**src/sv/vrc_pkg.sv**
```systemverilog
// shared constants, types and exp fraction table for the volume render compositor
package vrc_pkg;

    // field and arithmetic widths
    localparam int COLOR_BITS        = 16;
    localparam int FIELD_W           = 16;
    localparam int FRAC_W            = 16;
    localparam int Q_W               = FRAC_W + 1;
    localparam int EXP_TABLE_ENTRIES = 256;
    localparam int IDX_W             = $clog2(EXP_TABLE_ENTRIES);
    localparam int IDX_PROD_W        = FRAC_W + IDX_W;
    localparam int PROD1_W           = 2 * FIELD_W;
    localparam int PROD2_W           = 3 * FIELD_W;
    localparam int X_SHIFT           = 12;
    localparam int X_W               = 20;
    localparam int LOG2E_W           = 17;
    localparam int Y_W               = X_W + LOG2E_W - FRAC_W;
    localparam int N_W               = Y_W - FRAC_W;
    localparam int SUM_W             = COLOR_BITS + 2;

    localparam logic [Q_W-1:0]     ONE_Q16   = Q_W'(1) << FRAC_W;
    localparam logic [LOG2E_W-1:0] LOG2E_Q16 = LOG2E_W'(94548);
    localparam logic [N_W-1:0]     E_CUTOFF  = N_W'(17);
    localparam logic [63:0]        LN2_Q32   = 64'd2977044472;

    // stream widths, padded to whole bytes
    localparam int S_TDATA_W = ((3 * FIELD_W + 3 * COLOR_BITS + 7) / 8) * 8;
    localparam int M_TDATA_W = ((3 * COLOR_BITS + 7) / 8) * 8;

    // queue between front and back
    localparam int QUEUE_DEPTH = 4;
    localparam int QPTR_W      = $clog2(QUEUE_DEPTH);
    localparam int QCNT_W      = $clog2(QUEUE_DEPTH + 1);

    // back sequencer states
    typedef enum logic [2:0] {
        B_IDLE,
        B_WEIGHT,
        B_MIX,
        B_LAST,
        B_EMIT
    } back_state_t;

    // one unit of compositing work
    typedef struct packed {
        logic                  held_ok;
        logic [Q_W-1:0]        e;
        logic [COLOR_BITS-1:0] held_r;
        logic [COLOR_BITS-1:0] held_g;
        logic [COLOR_BITS-1:0] held_b;
        logic                  last;
        logic                  cur_nz;
        logic [COLOR_BITS-1:0] cur_r;
        logic [COLOR_BITS-1:0] cur_g;
        logic [COLOR_BITS-1:0] cur_b;
    } job_t;

    typedef logic [EXP_TABLE_ENTRIES-1:0][Q_W-1:0] exp_table_t;

    // round(65536 * 2^(-k/N)) from a Q0.32 series of exp(-k ln2 / N)
    function automatic exp_table_t build_exp_table();
        exp_table_t  tbl;
        logic [63:0] u;
        logic [63:0] term;
        logic [63:0] even;
        logic [63:0] odd;
        logic [63:0] val;
        for (int k = 0; k < EXP_TABLE_ENTRIES; k++) begin
            u    = (64'(k) * LN2_Q32) / 64'(EXP_TABLE_ENTRIES);
            term = 64'd1 << 32;
            even = term;
            odd  = '0;
            for (int j = 1; j <= 14; j++) begin
                term = ((term * u) >> 32) / 64'(j);
                if (j[0]) begin
                    odd = odd + term;
                end else begin
                    even = even + term;
                end
            end
            val    = ((even - odd) + 64'h8000) >> 16;
            tbl[k] = val[Q_W-1:0];
        end
        return tbl;
    endfunction

    localparam exp_table_t EXP_TABLE = build_exp_table();

endpackage

```
**src/sv/vrc_queue.sv**
```systemverilog
// short job queue between the front end and the compositing back end
module vrc_queue (
    input  logic          aclk,
    input  logic          aresetn,
    input  logic          push,
    input  vrc_pkg::job_t push_job,
    output logic          full,
    input  logic          pop,
    output vrc_pkg::job_t head,
    output logic          empty
);

    vrc_pkg::job_t                mem [vrc_pkg::QUEUE_DEPTH];
    logic [vrc_pkg::QPTR_W-1:0]   wr_ptr_reg;
    logic [vrc_pkg::QPTR_W-1:0]   rd_ptr_reg;
    logic [vrc_pkg::QCNT_W-1:0]   count_reg;
    logic                         do_push;
    logic                         do_pop;

    localparam logic [vrc_pkg::QPTR_W-1:0] LAST_PTR = vrc_pkg::QPTR_W'(vrc_pkg::QUEUE_DEPTH - 1);
    localparam logic [vrc_pkg::QCNT_W-1:0] FULL_CNT = vrc_pkg::QCNT_W'(vrc_pkg::QUEUE_DEPTH);
    localparam logic [vrc_pkg::QPTR_W-1:0] PTR_ONE  = vrc_pkg::QPTR_W'(1);
    localparam logic [vrc_pkg::QCNT_W-1:0] CNT_ONE  = vrc_pkg::QCNT_W'(1);

    assign full    = (count_reg == FULL_CNT);
    assign empty   = (count_reg == '0);
    assign do_push = push && !full;
    assign do_pop  = pop && !empty;
    assign head    = mem[rd_ptr_reg];

    // storage
    always_ff @(posedge aclk) begin
        if (do_push) begin
            mem[wr_ptr_reg] <= push_job;
        end
    end

    // pointers and fill count
    always_ff @(posedge aclk) begin
        if (!aresetn) begin
            wr_ptr_reg <= '0;
            rd_ptr_reg <= '0;
            count_reg  <= '0;
        end else begin
            if (do_push) begin
                wr_ptr_reg <= (wr_ptr_reg == LAST_PTR) ? '0 : wr_ptr_reg + PTR_ONE;
            end
            if (do_pop) begin
                rd_ptr_reg <= (rd_ptr_reg == LAST_PTR) ? '0 : rd_ptr_reg + PTR_ONE;
            end
            if (do_push && !do_pop) begin
                count_reg <= count_reg + CNT_ONE;
            end else if (do_pop && !do_push) begin
                count_reg <= count_reg - CNT_ONE;
            end
        end
    end

    a_no_overflow: assert property (@(posedge aclk) disable iff (!aresetn)
        count_reg <= FULL_CNT)
        else $error("queue fill count beyond depth");

    a_no_underflow: assert property (@(posedge aclk) disable iff (!aresetn)
        !(pop && empty))
        else $error("job popped from empty queue");

endmodule

```
**config.mk**
```make
export PLATFORM = sky130hd
export DESIGN_NAME = vrc_queue
export DESIGN_NICKNAME = d
export VERILOG_FILES = /design/src/sv/vrc_pkg.sv /design/src/sv/vrc_queue.sv
export SDC_FILE = /design/constraint.sdc
export NUM_CORES = 1
export LEC_CHECK = 0
export BUFFER_PORTS_ARGS = -buffer_cell sky130_fd_sc_hd__buf_4
export CAP_MARGIN = 40
export CORE_AREA = 2 2 243 245
export CTS_BUF_LIST = sky130_fd_sc_hd__clkbuf_16
export CTS_CLUSTER_SIZE = 25
export DETAILED_ROUTE_END_ITERATION = 10
export DIE_AREA = 0 0 245 247
export GPL_TIMING_DRIVEN = 0
export PLACE_DENSITY = 0.56
export SKIP_LAST_GASP = 1
export SYNTH_ARGS = -nofsm -noshare
export SYNTH_HDL_FRONTEND = slang
export SYNTH_SLANG_ARGS = --single-unit
export TNS_END_PERCENT = 10
```
**constraint.sdc**
```tcl
create_clock -name aclk -period 4 [get_ports aclk]
set_clock_uncertainty 0.1 [all_clocks]
set_input_delay 0 -clock aclk [delete_from_list [all_inputs] [get_ports aclk]]
set_output_delay 0 -clock aclk [all_outputs]
set_load 0.03 [all_outputs]
```
; Word-level counts from Yosys, hierarchy flattened
; Memories as Yosys holds them, arrays and structs flattened. A register that Yosys moved wholly into a read port is not among the register bits.
; Index checks and enable logic that the tools add are counted.
[totals]
ff_bits = 7
latchBits = 0
mem_bits_rw = 464
romBits = 0
input_bits = 120
out_inout_bits = 118
memories = 1
[op_classes]
n_addsub = 4
mul = 0
div_mod_pow = 0
magnitude_cmp = 0
eq_ne = 3
shifts = 0
n_mux = 8
bitwise = 0
reduce_logical = 10
[memory_table]
columns = memory, depth, word_bits, read_ports, rd_ports_with_merged_regs, write_ports, line
row1 = mem, 4, 116, 1, 1, 1, vrc_queue.sv:13  ; vrc_pkg::job_t mem [vrc_pkg::QUEUE_DEPTH];
[ops]
columns = op, n
row1 = 2-to-1 mux 2 bit, 4
row2 = 2-to-1 mux 3 bit, 2
row3 = adder 2 x 1 -> 2 bit (second input constant), 2
row4 = equality test 2 bit (second input constant), 2
row5 = logical AND 1 bit, 4
row6 = zero test 1 bit, 4
row7 = adder 3 x 1 -> 3 bit (second input constant), 1
row8 = equality test 3 bit (second input constant), 1
row9 = zero test 3 bit, 1
row10 = subtractor 3 x 1 -> 3 bit (second input constant), 1
row11 = 2-to-1 mux 1 bit, 2
row12 = nonzero test 2 bit, 1

; Logic depth before layout (Yosys ltp)
[logic_depth]
ltp_word = 7
mapped_depth = 9

; Worst setup path before layout
; OpenSTA, ideal clock, no wires.
[synth_path]
path_kind = reg2reg
from = reg count_reg[0] (netlist bit)
to = mem mem[1][0] (netlist bit), enable pin
setup_ns = 0.489
t_arrival_ns = 3.682
slack_ns = -0.271
path_stages_with_launch = 5
period_less_slack_ns = 4.271
cell_sequence = dfxtp_1 nor3b_1 nor2b_1 clkbuf_1 and2_1
[synth_between]
elab_chain_cells = 5
[synth_rtl]
columns = item, line
row1 = from (decl), vrc_queue.sv:16  ; logic [vrc_pkg::QCNT_W-1:0] count_reg;
row2 = from (signal assigned), vrc_queue.sv:52  ; count_reg <= count_reg + CNT_ONE;
row3 = from (signal assigned), vrc_queue.sv:54  ; count_reg <= count_reg - CNT_ONE;
row4 = equality test 3 bit, vrc_queue.sv:25  ; assign full = (count_reg == FULL_CNT);
row5 = via full, vrc_queue.sv:7  ; output logic full,
row6 = zero test 1 bit, vrc_queue.sv:27  ; assign do_push = push && !full;
row7 = logical AND 1 bit, vrc_queue.sv:27
row8 = via do_push, vrc_queue.sv:17  ; logic do_push;
row9 = 2-to-1 mux 1 bit, vrc_queue.sv:33  ; if (do_push) begin
row10 = 2-to-1 mux 1 bit (implied by the code), vrc_queue.sv:34  ; mem[wr_ptr_reg] <= push_job;
row11 = to (decl), vrc_queue.sv:13
; The timed path passes the listed nets, and every way through them passes these cells.

; Worst setup path after layout
[layout_path]
from = reg count_reg[0] (netlist bit)
to = mem mem[2][74] (netlist bit), enable pin
[layout_between]
elab_chain_cells = 5
[layout_rtl]
columns = item, line
row1 = equality test 3 bit, vrc_queue.sv:25
row2 = zero test 1 bit, vrc_queue.sv:27
row3 = logical AND 1 bit, vrc_queue.sv:27
row4 = via do_push, vrc_queue.sv:17
row5 = 2-to-1 mux 1 bit, vrc_queue.sv:33
row6 = 2-to-1 mux 1 bit (implied by the code), vrc_queue.sv:34
; The timed path passes the listed nets, and every way through them passes these cells.

==> impl_metrics.env <==
export IMPL_p_total_uw=15000
export IMPL_cts_reportedPaths_clkPinSlew_ps=60
export IMPL_hp_class="input port to flop"
export IMPL_critPathArrivalTime_ps=2920
export IMPL_max_slew_margin_rel_pct=49.8
export IMPL_p_leak_uw=0.00775
export IMPL_track_usage_pct=12.0
export IMPL_peakVddDrop_mv=0.462
export IMPL_syn_inst=657
export IMPL_ys_ff_latch=473
export IMPL_start_util_pct=29.5
export IMPL_drt_vias_per_instance=4.38
export IMPL_postCtsSetupBuffers=0
export IMPL_io_buffers=237
export IMPL_period_share_pct=69.4
export IMPL_grt_pass1_wl_mm=54.1
export IMPL_drt_pre_antenna_iters=5
export IMPL_die_width_um=245
export IMPL_fin_crit_ps=2780
export IMPL_finalNetCount=1203
export IMPL_ios=238
export IMPL_max_cap_violations=0
export IMPL_setup_viol=0
export IMPL_status="finished clean"
export IMPL_critPathCaptureType="flop"
export IMPL_cts_sinks=473
export IMPL_first_global_vias=9022
export IMPL_cp_required_ps=4150
export IMPL_cts_root_buf="clkbuf_16"
export IMPL_syn_area_per_cell_um2=26.1
export IMPL_stdcell_area_um2=23000
export IMPL_path_max_fanout=45
export IMPL_ctsHoldBuffers=120
export IMPL_use_met3_pct=3.62
export IMPL_netlist_area_um2=17200
export IMPL_grt_busiest_layer="met2"
export IMPL_tightestPinTransition_ps=753
export IMPL_critPathLaunchType="flop"
export IMPL_use_met1_pct=15.3
export IMPL_rsz0062_at_grt="false"
export IMPL_synth_nets=784
export IMPL_clock_path_buffers=3
export IMPL_crit_type="flop to flop"
export IMPL_die_h_um=247
export IMPL_coreArea_um2=58200
export IMPL_dp_hpwl_mm=22.3
export IMPL_cts_tree="done"
export IMPL_drc=0
export IMPL_htree_levels=2
export IMPL_wl_per_cell_um=19.4
export IMPL_clock_latency_ps=570
export IMPL_post_cts_resized=0
export IMPL_slew_viol_final=0
export IMPL_powerDensity_nw_per_um2=651
export IMPL_use_met2_pct=19.9
export IMPL_ys_seq_area_share_pct=82.2
export IMPL_drive_above_1_share_pct=40.5
export IMPL_cts_made_buffers=51
export IMPL_grt_max_degree=51
export IMPL_die_area_um2=60500
export IMPL_ant_nets=0
export IMPL_row_count=89
export IMPL_largest_reg_flops=464
export IMPL_routabilityCongestion=0.675
export IMPL_wirelength_mm=36.6
export IMPL_diodes=0
export IMPL_fmax_mhz=360
export IMPL_via_count=8257
export IMPL_grt_remaining_overflow=0
export IMPL_antenna_found_initial=2
export IMPL_ys_types=23
export IMPL_yosysWarnings=0
export IMPL_initialDrtViolationCount=384
export IMPL_dpl_instance_area_um2=20200
export IMPL_syn2layout_area_growth_pct=33.6
export IMPL_hold_viol=0
per-layer routing:
metal | part of all wire, % | up-vias
met2 | 49 | 199
li1 | - | 3674
met4 | 2.1 | 2
met3 | 6.1 | 52
met1 | 43 | 4330
met5 | 0.044 | -
worst max-delay path, cell delays in order (launching register included):
cell and delay [ps]:
dfxtp_1 450, nor3b_1 100, nor2b_1 130, clkbuf_1 320, and2_4 670, buf_16 340
buf_12 270
cell usage in the layout, fill, tap and decap left out, types with 3 or more instances in the layout:
master,instances
and2_4,4
buf_16,6
buf_2,13
buf_4,237
buf_6,7
bufinv_16,5
clkbuf_1,9
clkbuf_16,53
clkinv_1,11
clkinv_2,5
dfxtp_1,9
dlygate4sd3_1,120
edfxtp_1,464
ha_1,6
inv_1,15
mux2i_1,3
mux4_2,116
nand2_1,6
o21ai_0,3
synthesized netlist by cell type:
cell	instances	share of area, %
nor2b_1	2	0.073
nor3b_1	1	0.044
clkbuf_1	9	0.20
a21boi_0	1	0.044
inv_1	3	0.066
fa_1	1	0.12
xor2_1	1	0.051
xnor2_1	1	0.051
buf_2	13	0.38
nor3_1	1	0.029
edfxtp_1	464	81
mux4_2	116	15
buf_6	6	0.39
nor2_1	2	0.044
and2_1	5	0.18
or3_1	1	0.036
o31ai_1	1	0.044
o21ai_0	3	0.087
nand3_1	2	0.058
mux2i_1	3	0.17
dfxtp_1	9	1.0
nand2_1	6	0.13
ha_1	6	0.44
path summary, 6_finish.rpt:
| check | slack (ps) | from | endpoint | cells after the start |
|---|---|---|---|---|
| setup / recovery | 1220 | count_reg[0] | mem[2][74] | 6 |
| hold / removal | 70 | push_job[44] | mem[1][44] | 2 |
| setup reg to reg | 1220 | count_reg[0] | mem[2][74] | 6 |
| hold reg to reg | 400 | wr_ptr_reg[1] | wr_ptr_reg[1] | 2 |
final cells by class:
class | instances | area, um^2
fillers | 5208 | 35300
flip-flops and latches | 473 | 14100
repair buffers | 366 | 3200
multi-input cells | 153 | 2900
clock buffers | 53 | 1330
well taps | 773 | 967
clock inverters | 35 | 277
plain buffers | 28 | 166
inverters | 3 | 11.3
metrics by stage:
step	setup TNS, ps	hold WS (ps)	cells	util [%]	setup WS, ps
global route	0	36.6	1884	39.4	984
floorplan	-94070	-1.13	657	-	-270
detailed placement	0	102	1676	34.6	1180
finish	0	74.2	1884	39.4	1220
CTS	0	8.73	1884	39.4	1120
global placement	-1027120	99.9	1667	34.2	-2890
cell families after synthesis:
logic type | share of synthesized area [%]
DFF | 82.2
buffers and inverters | 1.03
adders and majority gates | 0.554
xor gates and xnor gates | 0.102
muxes | 15.4
and+or+nand+nor | 0.597
AOI/OAI and AO/OA | 0.175
power breakdown:
part	internal (uW)	switching [uW]
Clock	2690	1820
Combinational	1810	2490
Sequential	6030	114
Total	10500	4430
Note: power is estimated with default switching activity, not from simulation.
