**src/sv/vrc_pkg.sv**
```systemverilog
// shared constants, types and exp fraction table for the volume render compositor
package vrc_pkg;

    // field and arithmetic widths
    localparam int COLOR_BITS        = 16;
    localparam int FIELD_W           = 16;
    localparam int FRAC_W            = 16;
    localparam int Q_W               = FRAC_W + 1;
    localparam int EXP_TABLE_ENTRIES = 256;
    localparam int IDX_W             = $clog2(EXP_TABLE_ENTRIES);
    localparam int IDX_PROD_W        = FRAC_W + IDX_W;
    localparam int PROD1_W           = 2 * FIELD_W;
    localparam int PROD2_W           = 3 * FIELD_W;
    localparam int X_SHIFT           = 12;
    localparam int X_W               = 20;
    localparam int LOG2E_W           = 17;
    localparam int Y_W               = X_W + LOG2E_W - FRAC_W;
    localparam int N_W               = Y_W - FRAC_W;
    localparam int SUM_W             = COLOR_BITS + 2;

    localparam logic [Q_W-1:0]     ONE_Q16   = Q_W'(1) << FRAC_W;
    localparam logic [LOG2E_W-1:0] LOG2E_Q16 = LOG2E_W'(94548);
    localparam logic [N_W-1:0]     E_CUTOFF  = N_W'(17);
    localparam logic [63:0]        LN2_Q32   = 64'd2977044472;

    // stream widths, padded to whole bytes
    localparam int S_TDATA_W = ((3 * FIELD_W + 3 * COLOR_BITS + 7) / 8) * 8;
    localparam int M_TDATA_W = ((3 * COLOR_BITS + 7) / 8) * 8;

    // queue between front and back
    localparam int QUEUE_DEPTH = 4;
    localparam int QPTR_W      = $clog2(QUEUE_DEPTH);
    localparam int QCNT_W      = $clog2(QUEUE_DEPTH + 1);

    // back sequencer states
    typedef enum logic [2:0] {
        B_IDLE,
        B_WEIGHT,
        B_MIX,
        B_LAST,
        B_EMIT
    } back_state_t;

    // one unit of compositing work
    typedef struct packed {
        logic                  held_ok;
        logic [Q_W-1:0]        e;
        logic [COLOR_BITS-1:0] held_r;
        logic [COLOR_BITS-1:0] held_g;
        logic [COLOR_BITS-1:0] held_b;
        logic                  last;
        logic                  cur_nz;
        logic [COLOR_BITS-1:0] cur_r;
        logic [COLOR_BITS-1:0] cur_g;
        logic [COLOR_BITS-1:0] cur_b;
    } job_t;

    typedef logic [EXP_TABLE_ENTRIES-1:0][Q_W-1:0] exp_table_t;

    // round(65536 * 2^(-k/N)) from a Q0.32 series of exp(-k ln2 / N)
    function automatic exp_table_t build_exp_table();
        exp_table_t  tbl;
        logic [63:0] u;
        logic [63:0] term;
        logic [63:0] even;
        logic [63:0] odd;
        logic [63:0] val;
        for (int k = 0; k < EXP_TABLE_ENTRIES; k++) begin
            u    = (64'(k) * LN2_Q32) / 64'(EXP_TABLE_ENTRIES);
            term = 64'd1 << 32;
            even = term;
            odd  = '0;
            for (int j = 1; j <= 14; j++) begin
                term = ((term * u) >> 32) / 64'(j);
                if (j[0]) begin
                    odd = odd + term;
                end else begin
                    even = even + term;
                end
            end
            val    = ((even - odd) + 64'h8000) >> 16;
            tbl[k] = val[Q_W-1:0];
        end
        return tbl;
    endfunction

    localparam exp_table_t EXP_TABLE = build_exp_table();

endpackage

```
**src/sv/vrc_back.sv**
```systemverilog
// back end: composites queued jobs into colour sums and emits the pixel
module vrc_back (
    input  logic                          aclk,
    input  logic                          aresetn,
    input  vrc_pkg::job_t                 head,
    input  logic                          q_empty,
    output logic                          pop,
    output logic                          m_tvalid,
    input  logic                          m_tready,
    output logic [vrc_pkg::M_TDATA_W-1:0] m_tdata
);

    localparam int CB   = vrc_pkg::COLOR_BITS;
    localparam int QW   = vrc_pkg::Q_W;
    localparam int SW   = vrc_pkg::SUM_W;
    localparam int FRW  = vrc_pkg::FRAC_W;

    vrc_pkg::back_state_t state_reg, state_next;
    vrc_pkg::job_t        job_reg;
    logic [QW-1:0]        t_reg;
    logic [QW-1:0]        w_reg;
    logic [SW-1:0]        sum_r_reg, sum_g_reg, sum_b_reg;
    logic                 m_tvalid_reg;
    logic [CB-1:0]        pix_r_reg, pix_g_reg, pix_b_reg;

    logic [QW-1:0]        alpha;
    logic [2*QW-1:0]      w_prod;
    logic [2*QW-1:0]      t_prod;
    logic [QW-1:0]        mix_w;
    logic [CB-1:0]        mix_r, mix_g, mix_b;
    logic                 emit_fire;

    // weighted colour term, (w * c) >> 16
    function automatic logic [CB:0] mix_term(input logic [QW-1:0] w, input logic [CB-1:0] c);
        logic [QW+CB-1:0] prod;
        prod = (QW+CB)'(w) * (QW+CB)'(c);
        return prod[QW+CB-1:FRW];
    endfunction

    // saturating colour sum
    function automatic logic [SW-1:0] sat_add(input logic [SW-1:0] s, input logic [CB:0] t);
        logic [SW:0] total;
        total = (SW+1)'(s) + (SW+1)'(t);
        return total[SW] ? '1 : total[SW-1:0];
    endfunction

    // clip a sum to full scale
    function automatic logic [CB-1:0] clip(input logic [SW-1:0] s);
        return (|s[SW-1:CB]) ? '1 : s[CB-1:0];
    endfunction

    // opacity and transmittance products
    assign alpha  = vrc_pkg::ONE_Q16 - job_reg.e;
    assign w_prod = (2*QW)'(alpha) * (2*QW)'(t_reg);
    assign t_prod = (2*QW)'(t_reg) * (2*QW)'(job_reg.e);

    // colour operands for the mix and last-sample steps
    always_comb begin
        if (state_reg == vrc_pkg::B_LAST) begin
            mix_w = job_reg.cur_nz ? t_reg : '0;
            mix_r = job_reg.cur_r;
            mix_g = job_reg.cur_g;
            mix_b = job_reg.cur_b;
        end else begin
            mix_w = w_reg;
            mix_r = job_reg.held_r;
            mix_g = job_reg.held_g;
            mix_b = job_reg.held_b;
        end
    end

    assign emit_fire = (state_reg == vrc_pkg::B_EMIT) && (!m_tvalid_reg || m_tready);

    // sequencer next state
    always_comb begin
        state_next = state_reg;
        pop        = 1'b0;
        case (state_reg)
            vrc_pkg::B_IDLE: begin
                if (!q_empty) begin
                    pop = 1'b1;
                    if (head.held_ok) begin
                        state_next = vrc_pkg::B_WEIGHT;
                    end else if (head.last) begin
                        state_next = vrc_pkg::B_LAST;
                    end
                end
            end
            vrc_pkg::B_WEIGHT: begin
                state_next = vrc_pkg::B_MIX;
            end
            vrc_pkg::B_MIX: begin
                state_next = job_reg.last ? vrc_pkg::B_LAST : vrc_pkg::B_IDLE;
            end
            vrc_pkg::B_LAST: begin
                state_next = vrc_pkg::B_EMIT;
            end
            vrc_pkg::B_EMIT: begin
                if (emit_fire) begin
                    state_next = vrc_pkg::B_IDLE;
                end
            end
            default: begin
                state_next = vrc_pkg::B_IDLE;
            end
        endcase
    end

    always_ff @(posedge aclk) begin
        if (!aresetn) begin
            state_reg <= vrc_pkg::B_IDLE;
        end else begin
            state_reg <= state_next;
        end
    end

    // job latch and weight register
    always_ff @(posedge aclk) begin
        if (pop) begin
            job_reg <= head;
        end
        if (state_reg == vrc_pkg::B_WEIGHT) begin
            w_reg <= w_prod[2*QW-2:FRW];
        end
    end

    // ray state: transmittance and colour sums
    always_ff @(posedge aclk) begin
        if (!aresetn) begin
            t_reg     <= vrc_pkg::ONE_Q16;
            sum_r_reg <= '0;
            sum_g_reg <= '0;
            sum_b_reg <= '0;
        end else if (emit_fire) begin
            t_reg     <= vrc_pkg::ONE_Q16;
            sum_r_reg <= '0;
            sum_g_reg <= '0;
            sum_b_reg <= '0;
        end else if (state_reg == vrc_pkg::B_WEIGHT) begin
            t_reg <= t_prod[2*QW-2:FRW];
        end else if (state_reg == vrc_pkg::B_MIX || state_reg == vrc_pkg::B_LAST) begin
            sum_r_reg <= sat_add(sum_r_reg, mix_term(mix_w, mix_r));
            sum_g_reg <= sat_add(sum_g_reg, mix_term(mix_w, mix_g));
            sum_b_reg <= sat_add(sum_b_reg, mix_term(mix_w, mix_b));
        end
    end

    // output register
    always_ff @(posedge aclk) begin
        if (!aresetn) begin
            m_tvalid_reg <= 1'b0;
        end else if (emit_fire) begin
            m_tvalid_reg <= 1'b1;
        end else if (m_tready) begin
            m_tvalid_reg <= 1'b0;
        end
    end

    always_ff @(posedge aclk) begin
        if (emit_fire) begin
            pix_r_reg <= clip(sum_r_reg);
            pix_g_reg <= clip(sum_g_reg);
            pix_b_reg <= clip(sum_b_reg);
        end
    end

    assign m_tvalid = m_tvalid_reg;
    assign m_tdata  = vrc_pkg::M_TDATA_W'({pix_b_reg, pix_g_reg, pix_r_reg});

    a_t_bounded: assert property (@(posedge aclk) disable iff (!aresetn)
        t_reg <= vrc_pkg::ONE_Q16)
        else $error("transmittance above one");

    a_emit_clears: assert property (@(posedge aclk) disable iff (!aresetn)
        emit_fire |=> (t_reg == vrc_pkg::ONE_Q16 && m_tvalid_reg && sum_r_reg == '0))
        else $error("ray state not cleared on emit");

endmodule

```
**config.mk**
```make
export PLATFORM = sky130hd
export DESIGN_NAME = vrc_back
export DESIGN_NICKNAME = d
export VERILOG_FILES = /design/src/sv/vrc_pkg.sv /design/src/sv/vrc_back.sv
export SDC_FILE = /design/constraint.sdc
export NUM_CORES = 2
export LEC_CHECK = 0
export CAP_MARGIN = 20
export CORE_UTILIZATION = 30
export DETAILED_ROUTE_END_ITERATION = 8
export DONT_BUFFER_PORTS = 1
export PLACE_DENSITY = 0.45
export SKIP_CTS_REPAIR_TIMING = 1
export SYNTH_ARGS = -nofsm -noshare
export SYNTH_HDL_FRONTEND = slang
export SYNTH_SLANG_ARGS = --single-unit
```
**constraint.sdc**
```tcl
create_clock -name aclk -period 28.6 [get_ports aclk]
set_input_delay 1.43 -clock aclk [delete_from_list [all_inputs] [get_ports aclk]]
set_output_delay 1.43 -clock aclk [all_outputs]
set_load 0.005 [all_outputs]
```
---- After elaboration in Yosys (flattened, before gate mapping) ----
Index checks and enable logic that the tools add are counted.
word-level totals
  register bits ........................... 255
cells by class
  reduce and logical (&&, ||, !) cells .... 12
  muxes and demuxes ....................... 18
  add/sub/neg operators ................... 4
  equal/unequal tests ..................... 7
  bitwise gates (word level) .............. 2
  multipliers ............................. 5
operators with widths
  operator                number
  $mul 17x16->33          3
  $mul 17x17->33          2
  $add 18x17->19          3
  $mux 18                 3
  $mux 16                 3
  $mux 17                 2
  $sub 17x17->17 const A  1
  $pmux 3 s5              1
  $mux 3                  4
  $reduce_or 2->1         4
  $eq 3x2->1 const B      2
  $mux 1                  4
  $ne 2x2->1 const B      2
  $eq 3x1->1 const B      1
  $eq 3x3->1 const B      1
  $logic_not 3->1         1
  $ne 3x3->1 const B      1
  $reduce_and 3->1        1
  $logic_or 1x1->1        2
  $mux 2                  1
  $not 1->1               2
  $reduce_and 2->1        1
  $reduce_bool 2->1       1
  $logic_and 1x1->1       1
  $logic_not 1->1         1

---- Depth between registers and ports, before layout ----
  depth after elaboration ................. 5
  mapped depth ............................ 43
  mapped depth without buffers ............ 38

---- Worst setup path after synthesis ----
No wires, ideal clock.
  path kind ............................... input port to output port
  start point ............................. input port q_empty
  end point ............................... output port pop
  stages on the path ...................... 1
  slack ................................... 14792 ps
  path buffers ............................ 0
  data arrival time ....................... 12378 ps
  required time ........................... 27170 ps
  path through ............................ nor4_1
between the ends
  word-level cells in the longest chain between the ends .. 2
ends and longest elaborated chain
  element          RTL line        source
  start, declared  vrc_back.sv:6   input logic q_empty,
  $mux 1           vrc_back.sv:80  if (!q_empty) begin
  $mux 1           vrc_back.sv:78  case (state_reg)
  end, declared    vrc_back.sv:7   output logic pop,
No other way between the ends.

---- Worst setup path after layout ----
  start point ............................. register state_reg[2]
  end point ............................... register sum_b_reg[5]
between the ends
  word-level cells in the longest chain between the ends .. 5
  elaborated cells on any way between the ends .. 14
  those cells by class .................... add/sub: 1; mul: 1; eq/ne: 4; mux: 3; bitwise: 1; reduce/logical: 4
ends and longest elaborated chain
  element                             RTL line                         source
  start, declared                     vrc_back.sv:18                   vrc_pkg::back_state_t state_reg, state_next;
  start signal, assigned              vrc_back.sv:111                  state_reg <= vrc_pkg::B_IDLE;
  start signal, assigned              vrc_back.sv:113                  state_reg <= state_next;
  $eq 3x2->1                          vrc_back.sv:59, vrc_back.sv:141
  $mux 17 or $mux 16 (tied branches)  vrc_back.sv:59                   if (state_reg == vrc_pkg::B_LAST) begin
  $mul 17x16->33                      vrc_back.sv:36                   prod = (QW+CB)'(w) * (QW+CB)'(c);
  $add 18x17->19                      vrc_back.sv:43                   total = (SW+1)'(s) + (SW+1)'(t);
  $mux 18                             vrc_back.sv:44                   return total[SW] ? '1 : total[SW-1:0];
  end signal, assigned                vrc_back.sv:144                  sum_b_reg <= sat_add(sum_b_reg, mix_term(mix_w, mix_b));
  end, declared                       vrc_back.sv:22                   logic [SW-1:0] sum_r_reg, sum_g_reg, sum_b_reg;
Several ways; a longest one is shown, not always the timed one.
A chain may end at the register's enable or synchronous reset.

==> results.cfg <==
[status]
status = finished, final reports clean

[setup_path]
cp_max_fo = 63
slowest_delay_ns = 0.80
cpMostUsedCell = fa_1
crit_required_ns = 29.13
cp-end-kind = flip-flop
critical_path_class = reg -> reg
cp.arrival_ns = 12.37
startpoint_type = flip-flop
critPathSlowestCell = buf_4

[logic_synthesis]
ys_seq_area_frac = 0.1267
syn_avg_cell_area_um2 = 8.917
synthArstFlopShare = 0
synth-seq-cells = 255
synth_cell_types = 78
syn_area_mm2 = 0.05450
synthFlopType = edfxtp_1
syn_inst = 6112
synth_edf_count = 180
yosys_warnings = 0
syn_nets = 7863

[die]
core_area_mm2 = 0.1805
io_pins = 170
dieHeight_um = 428.2
die_x_um = 428.2
die-area_mm2 = 0.1834
initial_utilization = 0.3019
num_rows = 156

[clock_tree]
root_buffer = clkbuf_16
cts_buffers = 34
clkLatencyLatePin_ns = 0.62
clk_pin_slew_ns = 0.06
cts_tree = yes
clock_sinks = 255
htreeDepth = 2
clock_path_buffers = 3

[sta]
post-route-min-period_ns = 11.84
setup_viol = 0
hold_viol_final = 0
worst_pin_slew_ns = 1.165
rsz0062_at_grt = false
slew_violations = 0
relSlewSlack = 0.2202
max_freq_mhz = 84.46
timing.final.crit_share = 0.4140
clock_skew_ns = 0.04069
setup_tns_ns = 0

[drt]
dr.pass1.iters = 7
via_count = 39250
viasPerCell = 4.687
drcViolationCount = 0
drt_wl_total_um = 157700
ant_nets = 0
wire_per_inst_um = 18.83
drt_iter0_markers = 2274

[hold_path]
hp-class = reg -> reg

[global_routing]
grt_pass1_wl_um = 251400
overflow = 0
grt_util_all_layers = 0.1777
antenna_found_initial = 5
grt_pass1_vias = 41960
grt_start_max_net_pins = 89

[layout]
largest_reg_flops = 115
syn2layout_area_growth_pct = 7.158
fin_nets = 7725
post_route_cells_drive_above_1_share = 0.03483

[placement]
portBuffers = 0
dp_hpwl_um = 121100
gp_congestion = 0.8550

[flow_run]
maxCapViolCount = 0
[cell usage in the layout, fill, tap and decap left out, types with 64 or more instances in the layout]
master    instances
fa_1           1066
a21o_1           64
ha_1            565
inv_1          1280
xnor2_1          95
nand2_1        1147
and2_1          199
dfxtp_1          75
o21ai_0          93
buf_4           106
a21oi_1         145
nor2_1          411
edfxtp_1        180
[metrics by stage]
stage               setup WS [ns]  cells  area (um^2)    util  hold WS [ns]
detailed placement          16.81   8307        57340  0.3176        0.4936
CTS                         16.77   8369        58370  0.3233        0.5025
floorplan                   14.79   6112        54500       -        0.4687
finish                      16.76   8375        58400  0.3235        0.5026
global placement            16.94   8307        57340  0.3176        0.4929
global route                15.94   8370        58390  0.3234        0.5313
[final timing paths]
kind / start / end / slack (ns) / cells past startpoint
worst max register to register: state_reg[2]$_SDFFE_PN0P_ / sum_b_reg[5]$_SDFFE_PP0P_ / 16.76 / 37
worst max-delay path: state_reg[2]$_SDFFE_PN0P_ / sum_b_reg[5]$_SDFFE_PP0P_ / 16.76 / 37
worst min register to register: sum_g_reg[14]$_SDFFE_PP0P_ / sum_g_reg[14]$_SDFFE_PP0P_ / 0.50 / 2
worst min-delay path: sum_g_reg[14]$_SDFFE_PP0P_ / sum_g_reg[14]$_SDFFE_PP0P_ / 0.50 / 2
[kinds of logic after synthesis]
group	synth area share
AND/OR/NAND/NOR	0.1557
adder cells (fa/ha/maj)	0.5212
buffers and inverters	0.1078
AO/OA/AOI/OAI	0.05624
flip-flops	0.1267
XOR/XNOR	0.02342
multiplexers	0.008861
[critical path, delay by kind of cell (launching register included)]
family	cells	cell delay [ns]
adders and majority gates	8	3.70
AOI/OAI and AO/OA	9	2.71
and+or+nand+nor	11	2.39
buffers and inverters	8	2.18
DFF	1	0.51
xor gates and xnor gates	1	0.17
[layer usage]
layer	part of all wire	track usage	vias up
met3	0.058	0.03140	125
li1	-	-	18230
met1	0.47	0.2509	20110
met4	0.024	0.04163	0
met2	0.45	0.2815	790
met5	0	0	-
[synth_stat cells, drive strengths merged, types with 41 or more instances]
| master | n | area [um^2] |
|---|---|---|
| and2 | 199 | 1245 |
| ha | 565 | 7069 |
| a21o | 64 | 480.5 |
| nand2 | 1149 | 4315 |
| inv | 1281 | 4808 |
| xor2 | 48 | 427.9 |
| clkbuf | 259 | 972.2 |
| a21oi | 145 | 725.7 |
| or3 | 64 | 415.4 |
| fa | 1066 | 21340 |
| mux2i | 46 | 460.4 |
| nor3 | 41 | 216.5 |
| o21ai | 111 | 555.5 |
| nor2 | 411 | 1543 |
| xnor2 | 96 | 848.3 |
| edfxtp | 180 | 5405 |
| dfxtp | 75 | 1501 |
[cell type report]
| cell class | instances | area (um^2) |
|---|---|---|
| Antenna cell | 5 | 12.51 |
| Clock buffer | 43 | 894.6 |
| Clock inverter | 19 | 142.6 |
| Fill cell | 18890 | 122100 |
| Inverter | 1281 | 4808 |
| Multi-Input combinational cell | 4295 | 41860 |
| Sequential cell | 255 | 6907 |
| Tap cell | 2370 | 2965 |
| Timing Repair Buffer | 107 | 815.8 |
Power is left out: the tool's default activity adds up to more than one toggle a clock period on the data nets, which glitch-free logic cannot reach.
